===== src/hw/rtl/aom_pkg.sv =====
// aom_pkg: shared types, widths and constants of the autoranging ohmmeter
// used by autorange_ohmmeter and its port checker; no dependencies
`default_nettype none

package aom_pkg;

    localparam int SAMPLE_W      = 16;
    localparam int THRESH_W      = 15;
    localparam int GAIN_W        = 16;
    localparam int RANGE_W       = 2;
    localparam int OHMS_W        = 32;
    localparam int SERIES_W      = 20;   // up to 1M ohm
    localparam int DIFF_W        = 15;   // 32768 - sample for sample in 1..32767
    localparam int PROD_W        = 51;   // diff * gain * series
    localparam int MUL_A_W       = DIFF_W + GAIN_W;
    localparam int CFG_INDEX_W   = 3;
    localparam int CFG_DATA_W    = 16;
    localparam int DEF_GAIN_FRAC_BITS = 14;

    // config register indexes
    localparam logic [CFG_INDEX_W-1:0] REG_GAIN0  = 3'd0;
    localparam logic [CFG_INDEX_W-1:0] REG_GAIN1  = 3'd1;
    localparam logic [CFG_INDEX_W-1:0] REG_GAIN2  = 3'd2;
    localparam logic [CFG_INDEX_W-1:0] REG_GAIN3  = 3'd3;
    localparam logic [CFG_INDEX_W-1:0] REG_LOW    = 3'd4;
    localparam logic [CFG_INDEX_W-1:0] REG_HIGH   = 3'd5;

    localparam logic [GAIN_W-1:0]   GAIN0_RST = 16'd16155;
    localparam logic [GAIN_W-1:0]   GAIN1_RST = 16'd15974;
    localparam logic [GAIN_W-1:0]   GAIN2_RST = 16'd16384;
    localparam logic [GAIN_W-1:0]   GAIN3_RST = 16'd10945;
    localparam logic [THRESH_W-1:0] LOW_RST   = 15'd8000;
    localparam logic [THRESH_W-1:0] HIGH_RST  = 15'd24000;

    localparam logic [RANGE_W-1:0] RANGE_MIN = 2'd0;
    localparam logic [RANGE_W-1:0] RANGE_MAX = 2'd3;

    // output stream layout: range, resistance_ohms, overflow from bit 0 up
    localparam int M_TDATA_W = 40;

    typedef enum logic [6:0] {
        ST_IDLE = 7'b0000001,
        ST_MUL1 = 7'b0000010,
        ST_MUL2 = 7'b0000100,
        ST_SUM  = 7'b0001000,
        ST_CHK  = 7'b0010000,
        ST_DIV  = 7'b0100000,
        ST_FIN  = 7'b1000000
    } seq_state_t;

    function automatic logic [SERIES_W-1:0] series_ohms(input logic [RANGE_W-1:0] rg);
        logic [SERIES_W-1:0] r;
        case (rg)
            2'd0:    r = 20'd1000;
            2'd1:    r = 20'd10000;
            2'd2:    r = 20'd100000;
            2'd3:    r = 20'd1000000;
            default: r = 20'd1000;
        endcase
        return r;
    endfunction

endpackage

`default_nettype wire


===== src/hw/rtl/autorange_ohmmeter.sv =====
// autorange_ohmmeter: range selection and resistance computation for a
// voltage-divider ohmmeter; depends on aom_pkg
`default_nettype none

// Usage
//   s_ channel: one beat per settled ADC sample, s_tdata[15:0] signed counts
//   (1/16 mV). m_ channel: one beat per sample. m_tuser is done_res: high
//   when the range was accepted and the resistance is valid; low when the
//   range moved, then m_tdata carries the new range and zero otherwise.
//   cfg_ channel: register writes (gains 0..3, low and high thresholds),
//   always ready, other indexes ignored; the user must issue them only
//   while the block is idle, which the block itself never checks.
// Sequence
//   a range change or a nonpositive sample skips the datapath; one whose
//   reading does not fit in 32 bits stops after the compare; the rest take
//   two passes through the shared 31x20 multiplier, one rounding add, one
//   overflow compare, then the one-bit-per-cycle restoring divider. one
//   sample is in flight at a time; s_tready is low while it is worked on.
// Stalls and reset
//   a result sits in the output register until taken; the next sample is
//   accepted meanwhile and its result waits behind it. reset clears the
//   range to 0, loads the default gains and thresholds, drops m_tvalid.
module autorange_ohmmeter #(
    parameter int GAIN_FRAC_BITS = aom_pkg::DEF_GAIN_FRAC_BITS
) (
    input  wire logic                              aclk,
    input  wire logic                              aresetn,
    input  wire logic                              s_tvalid,
    output logic                                   s_tready,
    input  wire logic [aom_pkg::SAMPLE_W-1:0]      s_tdata,   // [15:0] sample
    output logic                                   m_tvalid,
    input  wire logic                              m_tready,
    // [1:0] range, [33:2] resistance_ohms, [34] overflow, [39:35] zero
    output logic [aom_pkg::M_TDATA_W-1:0]          m_tdata,
    output logic                                   m_tuser,   // [0] done_res
    input  wire logic                              cfg_valid,
    output logic                                   cfg_ready,
    input  wire logic [aom_pkg::CFG_INDEX_W-1:0]   cfg_index,
    input  wire logic [aom_pkg::CFG_DATA_W-1:0]    cfg_data
);

    localparam int DEN_W = aom_pkg::DIFF_W + GAIN_FRAC_BITS;     // sample << frac
    localparam int D_W   = DEN_W + 1;                            // divisor 2*den
    localparam int N_W   = aom_pkg::PROD_W + 2;                  // 2*num + den
    localparam int CNT_W = $clog2(aom_pkg::OHMS_W);

    aom_pkg::seq_state_t state_reg, state_next;

    logic [aom_pkg::GAIN_W-1:0]   gain_reg [4];
    logic [aom_pkg::THRESH_W-1:0] low_reg, high_reg;
    logic [aom_pkg::RANGE_W-1:0]  range_reg;

    logic [aom_pkg::DIFF_W-1:0]   sample_reg;     // positive sample, 1..32767
    logic [aom_pkg::PROD_W-1:0]   prod_reg;
    logic [D_W-1:0]               rem_reg;
    logic [aom_pkg::OHMS_W-1:0]   nlo_reg;
    logic [CNT_W-1:0]             cnt_reg;

    logic [aom_pkg::RANGE_W-1:0]  res_range_reg;
    logic                         res_done_reg;
    logic                         res_ovf_reg;
    logic [aom_pkg::OHMS_W-1:0]   res_ohms_reg;   // also the quotient shifter

    logic                         m_valid_reg;
    logic [aom_pkg::RANGE_W-1:0]  m_range_reg;
    logic                         m_done_reg;
    logic                         m_ovf_reg;
    logic [aom_pkg::OHMS_W-1:0]   m_ohms_reg;

    // input decision
    logic                         s_acc;
    logic signed [aom_pkg::SAMPLE_W-1:0] s_val;
    logic                         le_lo, ge_hi, rng_ok, pos;
    logic [aom_pkg::RANGE_W-1:0]  rg_step;

    // shared multiplier
    logic [aom_pkg::MUL_A_W-1:0]  mul_a;
    logic [aom_pkg::SERIES_W-1:0] mul_b;
    logic [aom_pkg::PROD_W-1:0]   mul_p;
    logic [aom_pkg::DIFF_W-1:0]   diff;

    // divider
    logic [D_W-1:0]               div_d;
    logic [N_W-1:0]               n_sum;
    logic [D_W:0]                 trial;
    logic                         qbit;
    logic                         out_load;

    assign s_acc  = s_tvalid && s_tready;
    assign s_val  = $signed(s_tdata);
    assign le_lo  = s_val <= $signed({1'b0, low_reg});
    assign ge_hi  = s_val >= $signed({1'b0, high_reg});
    assign rng_ok = (!le_lo && !ge_hi) || (le_lo && range_reg == aom_pkg::RANGE_MAX) ||
                    (ge_hi && range_reg == aom_pkg::RANGE_MIN);
    assign pos    = s_val > $signed(16'sd0);
    assign rg_step = le_lo ? range_reg + 2'd1 : range_reg - 2'd1;

    assign diff  = aom_pkg::DIFF_W'(17'd32768 - {2'b00, sample_reg});
    assign mul_a = state_reg == aom_pkg::ST_MUL1
                 ? {aom_pkg::GAIN_W'(0), diff}
                 : prod_reg[aom_pkg::MUL_A_W-1:0];
    assign mul_b = state_reg == aom_pkg::ST_MUL1
                 ? {4'b0000, gain_reg[res_range_reg]}
                 : aom_pkg::series_ohms(res_range_reg);
    assign mul_p = aom_pkg::PROD_W'(mul_a) * aom_pkg::PROD_W'(mul_b);

    assign div_d = {sample_reg, (GAIN_FRAC_BITS + 1)'(0)};
    assign n_sum = {1'b0, prod_reg, 1'b0} + N_W'({sample_reg, GAIN_FRAC_BITS'(0)});
    assign trial = {rem_reg, nlo_reg[aom_pkg::OHMS_W-1]} - {1'b0, div_d};
    assign qbit  = !trial[D_W];

    assign out_load = state_reg == aom_pkg::ST_FIN && (!m_valid_reg || m_tready);
    assign s_tready = state_reg == aom_pkg::ST_IDLE;
    assign cfg_ready = 1'b1;

    always_comb begin
        state_next = state_reg;
        case (state_reg)
            aom_pkg::ST_IDLE: begin
                if (s_acc) begin
                    state_next = (rng_ok && pos) ? aom_pkg::ST_MUL1 : aom_pkg::ST_FIN;
                end
            end
            aom_pkg::ST_MUL1: state_next = aom_pkg::ST_MUL2;
            aom_pkg::ST_MUL2: state_next = aom_pkg::ST_SUM;
            aom_pkg::ST_SUM:  state_next = aom_pkg::ST_CHK;
            aom_pkg::ST_CHK: begin
                state_next = (rem_reg >= div_d) ? aom_pkg::ST_FIN : aom_pkg::ST_DIV;
            end
            aom_pkg::ST_DIV: begin
                if (cnt_reg == CNT_W'(aom_pkg::OHMS_W - 1)) begin
                    state_next = aom_pkg::ST_FIN;
                end
            end
            aom_pkg::ST_FIN: begin
                if (out_load) begin
                    state_next = aom_pkg::ST_IDLE;
                end
            end
            default: state_next = aom_pkg::ST_IDLE;
        endcase
    end

    // control state and configuration
    always_ff @(posedge aclk) begin
        if (!aresetn) begin
            state_reg   <= aom_pkg::ST_IDLE;
            range_reg   <= aom_pkg::RANGE_MIN;
            gain_reg[0] <= aom_pkg::GAIN0_RST;
            gain_reg[1] <= aom_pkg::GAIN1_RST;
            gain_reg[2] <= aom_pkg::GAIN2_RST;
            gain_reg[3] <= aom_pkg::GAIN3_RST;
            low_reg     <= aom_pkg::LOW_RST;
            high_reg    <= aom_pkg::HIGH_RST;
            m_valid_reg <= 1'b0;
        end else begin
            state_reg <= state_next;
            if (s_acc && !rng_ok) begin
                range_reg <= rg_step;
            end
            if (cfg_valid && cfg_ready) begin
                case (cfg_index)
                    aom_pkg::REG_GAIN0: gain_reg[0] <= cfg_data;
                    aom_pkg::REG_GAIN1: gain_reg[1] <= cfg_data;
                    aom_pkg::REG_GAIN2: gain_reg[2] <= cfg_data;
                    aom_pkg::REG_GAIN3: gain_reg[3] <= cfg_data;
                    aom_pkg::REG_LOW:   low_reg  <= cfg_data[aom_pkg::THRESH_W-1:0];
                    aom_pkg::REG_HIGH:  high_reg <= cfg_data[aom_pkg::THRESH_W-1:0];
                    default: ;
                endcase
            end
            if (out_load) begin
                m_valid_reg <= 1'b1;
            end else if (m_tready) begin
                m_valid_reg <= 1'b0;
            end
        end
    end

    // datapath
    always_ff @(posedge aclk) begin
        case (state_reg)
            aom_pkg::ST_IDLE: begin
                if (s_acc) begin
                    sample_reg <= s_tdata[aom_pkg::DIFF_W-1:0];
                    res_range_reg <= rng_ok ? range_reg : rg_step;
                    res_done_reg  <= rng_ok;
                    res_ovf_reg   <= rng_ok;
                    res_ohms_reg  <= rng_ok ? '1 : '0;
                end
            end
            aom_pkg::ST_MUL1, aom_pkg::ST_MUL2: begin
                prod_reg <= mul_p;
            end
            aom_pkg::ST_SUM: begin
                rem_reg <= D_W'(n_sum[N_W-1:aom_pkg::OHMS_W]);
                nlo_reg <= n_sum[aom_pkg::OHMS_W-1:0];
            end
            aom_pkg::ST_CHK: begin
                cnt_reg <= '0;
            end
            aom_pkg::ST_DIV: begin
                if (qbit) begin
                    rem_reg <= trial[D_W-1:0];
                end else begin
                    rem_reg <= {rem_reg[D_W-2:0], nlo_reg[aom_pkg::OHMS_W-1]};
                end
                nlo_reg      <= {nlo_reg[aom_pkg::OHMS_W-2:0], 1'b0};
                res_ohms_reg <= {res_ohms_reg[aom_pkg::OHMS_W-2:0], qbit};
                cnt_reg      <= cnt_reg + CNT_W'(1);
                // quotient fits, clear the saturation flag
                res_ovf_reg  <= 1'b0;
            end
            default: ;
        endcase
        if (out_load) begin
            m_range_reg <= res_range_reg;
            m_done_reg  <= res_done_reg;
            m_ovf_reg   <= res_ovf_reg;
            m_ohms_reg  <= res_ohms_reg;
        end
    end

    assign m_tvalid = m_valid_reg;
    assign m_tuser  = m_done_reg;
    assign m_tdata  = {5'b00000, m_ovf_reg, m_ohms_reg, m_range_reg};

endmodule

`default_nettype wire


===== config.mk =====
export PLATFORM = sky130hd
export DESIGN_NAME = autorange_ohmmeter
export DESIGN_NICKNAME = d
export VERILOG_FILES = /design/src/hw/rtl/aom_pkg.sv /design/src/hw/rtl/autorange_ohmmeter.sv
export SDC_FILE = /design/constraint.sdc
export NUM_CORES = 2
export LEC_CHECK = 0
export ABC_AREA = 1
export BUFFER_PORTS_ARGS = -buffer_cell sky130_fd_sc_hd__clkbuf_2
export CAP_MARGIN = 30
export CORE_UTILIZATION = 66
export DETAILED_ROUTE_END_ITERATION = 10
export PLACE_DENSITY = 0.89
export RECOVER_POWER = 50
export REMOVE_ABC_BUFFERS = 1
export SETUP_SLACK_MARGIN = 0.2
export SYNTH_ARGS = -nofsm -noshare
export SYNTH_HDL_FRONTEND = slang
export SYNTH_SLANG_ARGS = --single-unit

===== constraint.sdc =====
create_clock -name aclk -period 8.35 [get_ports aclk]
set_input_delay 0.835 -clock aclk [delete_from_list [all_inputs] [get_ports aclk]]
set_output_delay 0.835 -clock aclk [all_outputs]
set_load 0.03 [all_outputs]

==> out/qor.csv <==
stage;metric;value;unit
outcome;result of the run;finished, violations left;
outcome;violations in the final reports;capacitance limit, slew limit;
floorplanning;Die Y-Extent;233;um
synthesis;combinational family with the most area after synthesis;adder cells;
global_routing;pin count of the biggest net entering global routing;107;
synthesis;post-synthesis async set-or-reset flop share;0;%
synthesis;complex-gate fraction of the synthesized area;7.33;%
global_routing;global-route wire length before repair;154000;um
floorplanning;io pins;84;
global_routing;remaining global-route overflow;0;
sta;measured slew at the worst slew-check pin;2.14;ns
setup_path;startpoint of the worst-slack reg-to-reg timing path;sample_reg[0]$_DFFE_PP_;
synthesis;Simple-Gate Fraction of Synth Area;15.7;%
synthesis;biggest area consumer among synthesized cells;fa_1;
setup_path;required time worst endpoint;8.67;ns
detailed_routing;detailed-route vias per instance;5.80;
setup_path;reg-to-reg critical path endpoint;prod_reg[50]$_DFFE_PP_;
synthesis;warning count from the yosys run;0;
hold_path;worst min-delay path endpoint;m_ohms_reg[31]$_DFFE_PP_;
global_routing;antenna violations before repair;1;
cts;Hold Buf Count CTS;0;
detailed_routing;Iteration-0 DRC Markers;3154;
synthesis;adder-cell share of the synthesized area;38.1;%
detailed_routing;number of nets still failing antenna checks after routing;0;
setup_path;Slowest Stage Delay on Critical Path;0.60;ns
finish;relative area change from synthesis to final layout;8.99;%
synthesis;synthesized cell area;0.0351;mm2
sta;worst slew margin relative to its limit;-43.0;%
cts;Inserted Clock Buffers;30;
sta;total count of hold-check failures in the final report;0;
synthesis;multiplexer share of the synthesized area;0;%
sta;final worst-path cycle share;95.2;%
floorplanning;total die area;0.0541;mm2
cts;total number of H-tree levels;1;
setup_path;arrival time at the worst endpoint;8.27;ns
cts;clock latency at the later pin of the worst-skew pair;0.58;ns
floorplanning;initial cell density of the core;66.8;%
synthesis;#FFs+latches synth;310;
sta;Fin Clk Skew;0.00985;ns
sta;Total Negative Setup Slacks;0;ns
placement;global placer's final weighted congestion;1.02;
detailed_routing;Avg WL per Cell;20.1;um
cts;TritonCTS clock tree;done;
hold_path;Hold Path Cell Cnt;0;
synthesis;sequential fraction of the synthesis area;25.3;%
floorplanning;Die X;233;um
finish;layout filler cell count;3830;
setup_path;cell at the slowest stage of the critical path;fa_1;
sta;Achievable Freq;0.126;GHz
synthesis;number of instances in the synthesized netlist;3972;
placement;Port Buf Inserts;77;
detailed_routing;number of DRC violations after detailed routing;0;
global_routing;total global-route track usage;37.4;%
setup_path;combined buffer and inverter count along the critical path;6;
cts;clock root cell;clkbuf_16;
synthesis;mean cell area of the mapped netlist;8.84;um2
detailed_routing;vias;28200;
sta;number of max-slew violations in the final report;152;
sta;worst hold-check slack;0.420;ns
global_routing;number of global-route vias before repair;29200;
finish;antenna cell count;0;
placement;DP HPWL;79600;um
setup_path;Reg2Reg Depth;33;
synthesis;post-synthesis share of cell area spent on xor and xnor gates;2.47;%
hold_path;startpoint of the tightest hold check path;res_ohms_reg[31]$_DFFE_PP_;
hold_path;worst min path class;reg2reg;
cts;clock edge transition at the registers on the reported setup and hold paths;0.07;ns
synthesis;distinct cell type count after synthesis;65;
cts;clock sink count;310;
synthesis;leading post-synthesis cells by instance count;912 x inv_1, 778 x nand2_1, 510 x fa_1;
finish;Final Net Count;4964;
finish;number of flip-flops under the largest register name;64;
setup_path;most numerous cell on the critical path;fa_1;
setup_path;CP startpoint kind;register;
synthesis;leading cell type by number of instances after synthesis;inv_1;
synthesis;number of synthesized flops with an enable pin;268;
synthesis;flip-flop cell with the highest count after synthesis;edfxtp_1;
setup_path;kind of critical path;reg2reg;
setup_path;Critical Path End Type;register;
sta;final critical-path required period;7.95;ns
setup_path;Crit path max-delay family;adder cells;
setup_path;setup slack, reg-to-reg;0.40;ns
sta;unrepaired setup endpoints after global routing;true;
detailed_routing;number of iterations in the first detailed-routing pass;6;
cts;Clock Tree Buf Depth;3;
synthesis;top-area cell type share of the netlist area;29.1;%
synthesis;main area contributors after synthesis;fa_1 29%, edfxtp_1 23%, inv_1 9.7%;
run;MaxCap Viol Count;4;
floorplanning;placeable core region;0.0526;mm2
setup_path;critical path peak fanout;7;
sta;final setup violating endpoints;0;
finish;fraction of layout cells with a size suffix above 1;7.07;%
floorplanning;number of placement rows;84;
detailed_routing;DRT Wirelength;98100;um
==> area by class of cell <==
| class | count | area (um2) | share of cell area, % |
|---|---|---|---|
| Sequential cell | 310 | 8890 | 23.2 |
| Inverter | 928 | 3500 | 9.14 |
| Tap cell | 688 | 861 | 2.25 |
| Clock buffer | 33 | 793 | 2.07 |
| Multi-Input combinational cell | 2734 | 23100 | 60.3 |
| Clock inverter | 23 | 233 | 0.608 |
| Timing Repair Buffer | 157 | 927 | 2.42 |
==> per-layer routing <==
layer,track usage (%),wire length (um)
met1,49.7,36900
met2,61.0,45700
met3,6.27,10900
met4,15.8,4720
met5,0,15
==> kinds of logic (layout without fill, tap and decap cells) <==
group | after synthesis | count (layout)
other cells | 2 | 86
buf+inv | 1012 | 1141
compound gates | 440 | 440
xor+xnor | 99 | 99
flops | 310 | 310
simple gates | 1346 | 1346
fa+ha+maj | 763 | 763
==> how the worst max path moves through the flow <==
stage                               from                      to  slack, ns  cells after the start
2_1_floorplan                   register  prod_reg[39]$_DFFE_PP_       0.44                     27
3_3_place_gp     sample_reg[0]$_DFFE_PP_  prod_reg[41]$_DFFE_PP_       0.26                     35
3_5_place_dp     sample_reg[0]$_DFFE_PP_  prod_reg[37]$_DFFE_PP_       0.02                     36
4_1_cts          sample_reg[0]$_DFFE_PP_  prod_reg[41]$_DFFE_PP_       0.21                     35
5_1_grt        state_reg[4]$_SDFFE_PN0P_  prod_reg[49]$_DFFE_PP_       0.09                     32
6_report         sample_reg[0]$_DFFE_PP_  prod_reg[50]$_DFFE_PP_       0.40                     33
==> placed cells by master, fill, tap and decap left out, types with 7 or more instances in the layout <==
master,netlist,final
nand2_1,778,768
xnor2_1,38,37
o21a_1,10,10
ha_2,0,7
o21bai_1,12,12
a21oi_2,6,15
nor2_2,13,31
edfxtp_1,268,268
o21ai_1,11,15
nor4_1,25,21
fa_1,510,509
dfxtp_1,42,42
ha_1,253,236
nor2_1,380,362
inv_1,912,910
clkbuf_2,0,22
a21oi_1,160,150
inv_2,9,10
nand3_1,72,70
nand2_2,8,16
o21ai_2,8,10
a21o_1,15,15
xor2_1,61,60
clkinv_2,0,9
nand4_1,21,21
conb_1,2,86
buf_4,9,72
clkinv_1,4,7
o211ai_1,21,21
nor3_1,25,22
clkbuf_1,43,61
ha_4,0,10
clkbuf_16,0,31
o21ai_0,135,128
a31oi_1,33,28
==> through the flow <==
stage	setup WS [ns]	area, um2	std cells	util [%]
after global placement	0.264	36800	4803	70.0
after detailed placement	0.0156	36800	4804	70.0
after floorplan	0.439	35000	3972	-
final	0.398	38300	4873	72.8
after global routing	0.0924	38300	4873	72.8
after CTS	0.210	37900	4861	72.1
==> repair_timing <==
action,CTS,global route
buffers inserted,1,12
pin swaps,2,11
setup endpoints to repair,15,33
hold endpoints to repair,0,0
gates resized for setup,7,105
gates cloned,0,0
Power is left out: the tool's default activity adds up to more than one toggle a clock period on the data nets, which glitch-free logic cannot reach.
